### src/hw/rtl/command_frame_receiver_core_assert.svh
// ----------------------------------------------------------------------------
// Command frame receiver assertion macros
// Concurrent assertion wrappers shared by the receiver modules. They compile
// to nothing when SYNTHESIS is defined.
// ----------------------------------------------------------------------------
`ifndef COMMAND_FRAME_RECEIVER_CORE_ASSERT_SVH
`define COMMAND_FRAME_RECEIVER_CORE_ASSERT_SVH

`ifndef SYNTHESIS
// Same-cycle implication, checked on every clock edge outside reset.
`define CFRX_ASSERT_IMP(label, ante, cons) \
   label: assert property (@(posedge clock) disable iff (reset) (ante) |-> (cons)) \
      else $error("cfrx assertion failed");
// Next-cycle implication, checked on every clock edge outside reset.
`define CFRX_ASSERT_NXT(label, ante, cons) \
   label: assert property (@(posedge clock) disable iff (reset) (ante) |=> (cons)) \
      else $error("cfrx assertion failed");
`else
`define CFRX_ASSERT_IMP(label, ante, cons)
`define CFRX_ASSERT_NXT(label, ante, cons)
`endif

`endif

### src/hw/rtl/cfrx_pkg.sv
// ----------------------------------------------------------------------------
// Command frame receiver package
// Sizes, result kind codes, register indexes and the frame event type.
// ----------------------------------------------------------------------------
package cfrx_pkg;

   // Number of bytes one frame may store, checksum included.
   localparam int FRAME_DEPTH = 10;
   localparam int CNT_W       = $clog2(FRAME_DEPTH + 1);
   localparam int IDX_W       = $clog2(FRAME_DEPTH);

   localparam logic [CNT_W-1:0] FRAME_DEPTH_CNT = CNT_W'(FRAME_DEPTH);

   localparam int CSR_IDX_W = 4;
   localparam logic [CSR_IDX_W-1:0] CSR_START_BYTE = CSR_IDX_W'(0);
   localparam logic [CSR_IDX_W-1:0] CSR_END_BYTE   = CSR_IDX_W'(1);

   localparam logic [7:0] START_BYTE_RST = 8'd58;
   localparam logic [7:0] END_BYTE_RST   = 8'd13;

   typedef enum logic [1:0] {
      KIND_DATA     = 2'd0,
      KIND_CSUM_ERR = 2'd1,
      KIND_OVF_ERR  = 2'd2
   } kind_type;

   // What the frame parser asks of the buffer for one accepted byte.
   typedef struct packed {
      logic             wr_en;
      logic [IDX_W-1:0] wr_idx;
      logic [7:0]       wr_data;
      logic             err_load;
      kind_type         err_kind;
      logic [7:0]       err_byte;
      logic             replay_start;
      logic [IDX_W-1:0] replay_last;
   } frame_evt_type;

endpackage

### src/hw/rtl/command_frame_receiver_core.sv
// ----------------------------------------------------------------------------
// Command frame receiver core
// Receives serial bytes, frames them between a start byte and an end byte,
// checks a negated-sum checksum and replays the payload of good frames.
//
// The receiver takes one byte per clock cycle. Bytes outside a frame are
// dropped until the start byte arrives; inside a frame every byte other than
// the end byte is stored, up to ten bytes including the checksum. When the
// end byte arrives the frame is closed: a good frame, whose stored bytes sum
// to zero modulo 256, is replayed as N payload transactions (the checksum is
// not sent), the last one flagged with rsp_last. A frame that overflowed the
// store gives one transaction of kind 2, and an empty frame, a frame holding
// only a checksum, or a bad checksum gives one transaction of kind 1; these
// carry the frame's first stored byte (zero for an empty frame). Replay reads
// the frame store at one byte per cycle while the result side does not stall,
// and after the end byte of a good frame the input is held off until its whole
// payload has been replayed. The end byte is also held off while an earlier
// result still waits in the output register; all other bytes keep flowing.
// Start and end bytes are programmed through the csr port (index 0 start byte,
// reset ':', index 1 end byte, reset carriage return) and should only be
// changed while no frame is in progress.
// ----------------------------------------------------------------------------

module command_frame_receiver_core (
   input  logic                           clock,
   input  logic                           reset,
   // Received bytes.
   input  logic                           req_valid,
   output logic                           req_stall,
   input  logic [7:0]                     req_rx_byte,
   // Frame results.
   output logic                           rsp_valid,
   input  logic                           rsp_stall,
   output logic [1:0]                     rsp_kind,
   output logic [7:0]                     rsp_payload,
   output logic                           rsp_last,
   // Register writes.
   input  logic                           csr_valid,
   output logic                           csr_ready,
   input  logic [cfrx_pkg::CSR_IDX_W-1:0] csr_index,
   input  logic [7:0]                     csr_wdata
);
   import cfrx_pkg::*;

   logic [7:0]    start_byte_ff, start_byte_in;
   logic [7:0]    end_byte_ff, end_byte_in;
   logic          accept;
   logic          in_frame;
   logic          replay_busy;
   frame_evt_type evt;

   // The register file is always ready; a write to an unknown index is
   // accepted and ignored.
   assign csr_ready = 1'b1;

   always_comb begin
      start_byte_in = start_byte_ff;
      end_byte_in   = end_byte_ff;
      if (csr_valid && csr_ready) begin
         if (csr_index == CSR_START_BYTE) begin
            start_byte_in = csr_wdata;
         end else if (csr_index == CSR_END_BYTE) begin
            end_byte_in = csr_wdata;
         end
      end
   end

   always_ff @(posedge clock) begin
      if (reset) begin
         start_byte_ff <= START_BYTE_RST;
         end_byte_ff   <= END_BYTE_RST;
      end else begin
         start_byte_ff <= start_byte_in;
         end_byte_ff   <= end_byte_in;
      end
   end

   // Input is held while a payload replay owns the frame store and the
   // output register, and an end byte, which produces a result at once, is
   // held while the output register is still full and stalled.
   assign req_stall = replay_busy
                      || (rsp_valid && rsp_stall && in_frame
                          && req_rx_byte == end_byte_ff);
   assign accept    = req_valid && !req_stall;

   cfrx_parse u_parse (
      .clock      (clock),
      .reset      (reset),
      .accept     (accept),
      .rx_byte    (req_rx_byte),
      .start_byte (start_byte_ff),
      .end_byte   (end_byte_ff),
      .in_frame   (in_frame),
      .evt        (evt)
   );

   cfrx_replay u_replay (
      .clock       (clock),
      .reset       (reset),
      .evt         (evt),
      .rsp_stall   (rsp_stall),
      .busy        (replay_busy),
      .rsp_valid   (rsp_valid),
      .rsp_kind    (rsp_kind),
      .rsp_payload (rsp_payload),
      .rsp_last    (rsp_last)
   );

endmodule

### src/hw/rtl/cfrx_parse.sv
// ----------------------------------------------------------------------------
// Command frame parser
// Tracks frame state, byte count, overflow and running sum, and decides the
// outcome of a frame when its end byte arrives.
// ----------------------------------------------------------------------------
`include "command_frame_receiver_core_assert.svh"

module cfrx_parse (
   input  logic                  clock,
   input  logic                  reset,
   input  logic                  accept,
   input  logic [7:0]            rx_byte,
   input  logic [7:0]            start_byte,
   input  logic [7:0]            end_byte,
   output logic                  in_frame,
   output cfrx_pkg::frame_evt_type evt
);
   import cfrx_pkg::*;

   logic             in_frame_ff, in_frame_in;
   logic [CNT_W-1:0] cnt_ff, cnt_in;
   logic             ovf_ff, ovf_in;
   logic [7:0]       sum_ff, sum_in;
   logic [7:0]       first_ff, first_in;
   logic [CNT_W-1:0] cnt_m2;

   assign cnt_m2   = cnt_ff - CNT_W'(2);
   assign in_frame = in_frame_ff;

   // The checksum byte is right when all stored bytes, checksum included,
   // sum to zero, so one running sum is enough.
   always_comb begin
      in_frame_in = in_frame_ff;
      cnt_in      = cnt_ff;
      ovf_in      = ovf_ff;
      sum_in      = sum_ff;
      first_in    = first_ff;

      evt              = '0;
      evt.wr_idx       = cnt_ff[IDX_W-1:0];
      evt.wr_data      = rx_byte;
      evt.err_kind     = KIND_CSUM_ERR;
      evt.err_byte     = first_ff;
      evt.replay_last  = cnt_m2[IDX_W-1:0];

      if (accept) begin
         if (!in_frame_ff) begin
            if (rx_byte == start_byte) begin
               in_frame_in = 1'b1;
               cnt_in      = '0;
               ovf_in      = 1'b0;
               sum_in      = '0;
            end
         end else if (rx_byte != end_byte) begin
            if (cnt_ff < FRAME_DEPTH_CNT) begin
               evt.wr_en = 1'b1;
               cnt_in    = cnt_ff + CNT_W'(1);
               sum_in    = sum_ff + rx_byte;
               if (cnt_ff == '0) begin
                  first_in = rx_byte;
               end
            end else begin
               ovf_in = 1'b1;
            end
         end else begin
            in_frame_in = 1'b0;
            cnt_in      = '0;
            ovf_in      = 1'b0;
            priority if (ovf_ff) begin
               evt.err_load = 1'b1;
               evt.err_kind = KIND_OVF_ERR;
            end else if (cnt_ff == '0) begin
               evt.err_load = 1'b1;
               evt.err_byte = 8'h00;
            end else if (cnt_ff == CNT_W'(1) || sum_ff != 8'h00) begin
               evt.err_load = 1'b1;
            end else begin
               evt.replay_start = 1'b1;
            end
         end
      end
   end

   always_ff @(posedge clock) begin
      if (reset) begin
         in_frame_ff <= 1'b0;
         cnt_ff      <= '0;
         ovf_ff      <= 1'b0;
      end else begin
         in_frame_ff <= in_frame_in;
         cnt_ff      <= cnt_in;
         ovf_ff      <= ovf_in;
      end
   end

   always_ff @(posedge clock) begin
      sum_ff   <= sum_in;
      first_ff <= first_in;
   end

   `CFRX_ASSERT_IMP(a_count_bounded, 1'b1, cnt_ff <= FRAME_DEPTH_CNT)
   `CFRX_ASSERT_NXT(a_idle_after_close, evt.err_load || evt.replay_start,
                    !in_frame_ff && cnt_ff == '0)

endmodule

### src/hw/rtl/cfrx_replay.sv
// ----------------------------------------------------------------------------
// Command frame buffer and replay
// Holds the stored bytes of the open frame and drives the result register,
// replaying a good frame's payload one byte per cycle unless the result stalls.
// ----------------------------------------------------------------------------
`include "command_frame_receiver_core_assert.svh"

module cfrx_replay (
   input  logic                    clock,
   input  logic                    reset,
   input  cfrx_pkg::frame_evt_type evt,
   input  logic                    rsp_stall,
   output logic                    busy,
   output logic                    rsp_valid,
   output logic [1:0]              rsp_kind,
   output logic [7:0]              rsp_payload,
   output logic                    rsp_last
);
   import cfrx_pkg::*;

   logic [7:0] store_mem [FRAME_DEPTH];

   logic             active_ff, active_in;
   logic [IDX_W-1:0] idx_ff, idx_in;
   logic [IDX_W-1:0] last_idx_ff, last_idx_in;
   logic             rsp_valid_ff, rsp_valid_in;
   kind_type         rsp_kind_ff, rsp_kind_in;
   logic             rsp_last_ff, rsp_last_in;
   logic [7:0]       rsp_payload_ff;
   logic             out_free;
   logic             load_rep;
   logic             rep_done;

   assign out_free = !rsp_valid_ff || !rsp_stall;
   assign load_rep = active_ff && out_free;
   assign rep_done = idx_ff == last_idx_ff;

   always_comb begin
      active_in    = active_ff;
      idx_in       = idx_ff;
      last_idx_in  = last_idx_ff;
      rsp_valid_in = rsp_valid_ff;
      rsp_kind_in  = rsp_kind_ff;
      rsp_last_in  = rsp_last_ff;

      if (evt.replay_start) begin
         active_in   = 1'b1;
         idx_in      = '0;
         last_idx_in = evt.replay_last;
      end

      if (load_rep) begin
         rsp_valid_in = 1'b1;
         rsp_kind_in  = KIND_DATA;
         rsp_last_in  = rep_done;
         idx_in       = idx_ff + IDX_W'(1);
         if (rep_done) begin
            active_in = 1'b0;
         end
      end else if (evt.err_load) begin
         rsp_valid_in = 1'b1;
         rsp_kind_in  = evt.err_kind;
         rsp_last_in  = 1'b1;
      end else if (!rsp_stall) begin
         rsp_valid_in = 1'b0;
      end
   end

   always_ff @(posedge clock) begin
      if (reset) begin
         active_ff    <= 1'b0;
         rsp_valid_ff <= 1'b0;
      end else begin
         active_ff    <= active_in;
         rsp_valid_ff <= rsp_valid_in;
      end
   end

   always_ff @(posedge clock) begin
      idx_ff      <= idx_in;
      last_idx_ff <= last_idx_in;
      rsp_kind_ff <= rsp_kind_in;
      rsp_last_ff <= rsp_last_in;
   end

   // Frame store: one write port from the parser, one registered read port
   // that lands straight in the result payload register.
   always_ff @(posedge clock) begin
      if (evt.wr_en) begin
         store_mem[evt.wr_idx] <= evt.wr_data;
      end
   end

   always_ff @(posedge clock) begin
      if (load_rep) begin
         rsp_payload_ff <= store_mem[idx_ff];
      end else if (evt.err_load) begin
         rsp_payload_ff <= evt.err_byte;
      end
   end

   assign busy        = active_ff;
   assign rsp_valid   = rsp_valid_ff;
   assign rsp_kind    = rsp_kind_ff;
   assign rsp_payload = rsp_payload_ff;
   assign rsp_last    = rsp_last_ff;

   `CFRX_ASSERT_IMP(a_no_event_in_replay, active_ff,
                    !evt.err_load && !evt.replay_start && !evt.wr_en)
   `CFRX_ASSERT_IMP(a_err_needs_room, evt.err_load, out_free)
   `CFRX_ASSERT_IMP(a_idx_in_range, active_ff, idx_ff <= last_idx_ff)

endmodule
### config.mk
export PLATFORM = sky130hd
export DESIGN_NAME = command_frame_receiver_core
export DESIGN_NICKNAME = d
export VERILOG_FILES = /design/src/hw/rtl/cfrx_pkg.sv /design/src/hw/rtl/command_frame_receiver_core.sv /design/src/hw/rtl/cfrx_parse.sv /design/src/hw/rtl/cfrx_replay.sv
export VERILOG_INCLUDE_DIRS = /design/src /design/src/hw/rtl
export SDC_FILE = /design/constraint.sdc
export NUM_CORES = 1
export LEC_CHECK = 0
export BUFFER_PORTS_ARGS = -buffer_cell sky130_fd_sc_hd__buf_2
export CAP_MARGIN = 20
export CELL_PAD_IN_SITES_DETAIL_PLACEMENT = 1
export CELL_PAD_IN_SITES_GLOBAL_PLACEMENT = 2
export CORE_UTILIZATION = 47
export CTS_CLUSTER_DIAMETER = 50
export DETAILED_ROUTE_END_ITERATION = 10
export PLACE_DENSITY_LB_ADDON = 0.1
export SLEW_MARGIN = 20
export SYNTH_ARGS = -nofsm -noshare
export SYNTH_HDL_FRONTEND = slang
export SYNTH_HIERARCHICAL = 1
export SYNTH_SLANG_ARGS = --single-unit
### constraint.sdc
create_clock -name clock -period 8.76 [get_ports clock]
set_input_delay 1.314 -clock clock [delete_from_list [all_inputs] [get_ports clock]]
set_output_delay 1.314 -clock clock [all_outputs]
set_load 0.03 [all_outputs]
==> metrics.yaml <==
cells_and_area:
  drive_above_1_share: 0.206
  num_antenna_cells: 0
  syn2layout_area_growth_pct: 12.9
  final_area_mm2: 0.00743
  num-nets-final: 554
  fin_cells: 704
worst_setup_path:
  critPathMaxStageDelay_ns: 0.63
  worstPathArrival_ns: 4.08
  worstPathMaxFanout: 15
  critPathMostFrequentCell: "nor2_1"
  cp-start-kind: "input port"
  worstPathCellList: "buf_2, xor2_1, nor4_1, a31oi_1, nand2_1, nor2_1, o21ai_1, inv_1, or3b_2, nor2_1"
  critical_path.top_delay_family: "simple AND/OR/NAND/NOR gates"
  setup.worst_path.end_class: "flip-flop"
  critPathKind: "input port to flip-flop"
  cpMaxStageDelayCell: "nor2_1"
  crit_buf_inv: 2
  required_ns: 8.81
clock_tree:
  cts_buffers: 17
  cts_hold_buf: 0
  cts_tree: "done"
  cts_root_buffer: "clkbuf_16"
  clock-sinks: 143
  clockBufferDepth: 2
  clk_latency_ns: 0.42
  htree_levels: 4
  clk_pin_slew_worst_paths_ns: 0.06
  post_cts_buffers: 0
  cts.repair.resized: 0
hold_path:
  min_path_type: "flip-flop to flip-flop"
timing:
  relSlewSlack: 0.324
  tightest_slew_ns: 1.01
  fmax_mhz: 248
  slew_viol_final: 0
  post-route-period-util: 0.460
  hold_violations: 0
  period_needed_ns: 4.03
  finalSetupViolations: 0
  final.setup.tns_ns: 0
  whs_ns: 0.488
  rsz0062_at_grt: "no"
  fin_worst_skew_ns: 0.00586
detailed_routing:
  drt_iter0_drc: 216
  drt.antenna.violating_nets: 0
  drc: 0
  dr.pass1.iters: 4
  viasPerCell: 5.70
  vias: 4013
  routedWlPerCell_um: 21.8
  wl_um: 15300
place:
  finalWeightedCongestion: 0.767
  dp_cells: 672
  place_area_mm2: 0.00683
  port-buffer-count: 37
  dp_hpwl_um: 10800
logic_synthesis:
  syn_area_mm2: 0.00658
  synth_cells: 481
  synth-main-ff-cell: "edfxtp_1"
  async_reset_ff_frac: 0
  ys_types: 66
  synthTopCellsByArea: "edfxtp_1 (52%), dfxtp_1 (9.1%), mux4_1 (2.8%), ha_1 (2.5%), mux4_2 (2.4%)"
  yosysTopAreaCellShare: 0.516
  synth_nets: 520
  post-synth-top-count-cell: "edfxtp_1"
  ys_ff_latch: 143
  ys_seq_area_frac: 0.607
  synth_top_cells_by_count: "edfxtp_1 (113), dfxtp_1 (30), nor2_1 (25)"
  yosys.area.top_type: "edfxtp_1"
  synth_area_per_cell_um2: 13.7
  synth_warnings: 6
  synth_edf_count: 113
global_routing:
  overflow: 0
  grt_max_degree: 27
  grt_pass1_wl_um: 24100
  grtUsageTotal: 0.232
  antenna_found_initial: 0
  grt_pass1_vias: 4203
floorplan:
  start_util: 0.489
  ios: 39
  rows: 42
  die_y_um: 120
  die_w_um: 120
  coreArea_mm2: 0.0135
  die_area_mm2: 0.0145
power:
  irDropWorstVdd_mv: 0.143
  p_leak_uw: 0.00281
  p_per_area_mw_per_mm2: 201
run_status:
  outcome: "complete, no violations"
run:
  drv_cap: 0
[cell usage in the layout, fill, tap and decap left out, types with 8 or more instances in the layout]
cell type and count:
and2_1 13, nor3_1 8, dfxtp_1 30, xnor2_1 16
clkbuf_16 17, o21ai_0 13, a21oi_1 23, ha_1 13
o21ai_1 13, nand2_1 24, mux2i_1 15, nand3_1 13
inv_1 15, edfxtp_1 113, nor2_1 25, buf_2 37
xor2_1 14
[worst paths after layout]
check             slack (ns)             start                       end  depth (start not counted)
hold / removal          0.49  start_byte_ff[4]          start_byte_ff[4]                          1
setup reg to reg        5.47  u_parse/in_frame  u_replay/store_mem[3][0]                          9
hold reg to reg         0.49  start_byte_ff[4]          start_byte_ff[4]                          1
setup / recovery        4.73    req_rx_byte[0]  u_replay/store_mem[3][0]                         10
[metal layers]
metal	vias to the layer above	track usage	wire, µm
met4	0	0.0910	377
met3	26	0.0495	526
li1	1867	-	-
met2	97	0.411	8150
met1	2023	0.274	6270
met5	-	0	0
[registers in the layout (all words and copies together) (netlist names), named ones only]
| name | count |
|---|---|
| end_byte_ff | 8 |
| start_byte_ff | 8 |
| u_parse/cnt_ff | 4 |
| u_parse/first_ff | 8 |
| u_parse/in_frame | 1 |
| u_parse/ovf_ff | 1 |
| u_parse/sum_ff | 8 |
| u_replay/busy | 1 |
| u_replay/idx_ff | 4 |
| u_replay/last_idx_ff | 4 |
| u_replay/rsp_kind | 2 |
| u_replay/rsp_last | 1 |
| u_replay/rsp_payload | 8 |
| u_replay/rsp_valid | 1 |
| u_replay/store_mem | 80 |
[power breakdown]
group	switching, µW	internal (µW)
registers	1.40	731
logic	30.0	14.9
clock network	269	446
[cells by family after synthesis]
group           count (synthesis)  synth area share
flops                         143             0.607
compound gates                 84            0.0833
buf+inv                        42            0.0371
fa+ha+maj                      14            0.0278
xor+xnor                       33            0.0473
mux                            36            0.0867
simple gates                  128             0.110
other cells                     1          0.000570
[through the flow]
step / util / setup WS (ns) / total power (µW)
after CTS: 0.552 / 4.34 / 1500
final: 0.552 / 4.73 / 1490
after global placement: 0.508 / 4.25 / 790
after detailed placement: 0.508 / 3.97 / 792
after floorplan: - / 5.03 / 774
after global routing: 0.552 / 4.52 / 1540
[final cells by class]
cell class | instances | area, µm²
fill | 1359 | 6020
sequential | 143 | 3990
multi-input combinational | 296 | 2350
clock buffer | 22 | 484
tap | 176 | 220
timing repair buffer | 41 | 215
clock inverter | 10 | 110
inverter | 16 | 60.1
No activity file was read; power rests on OpenSTA's default activity.
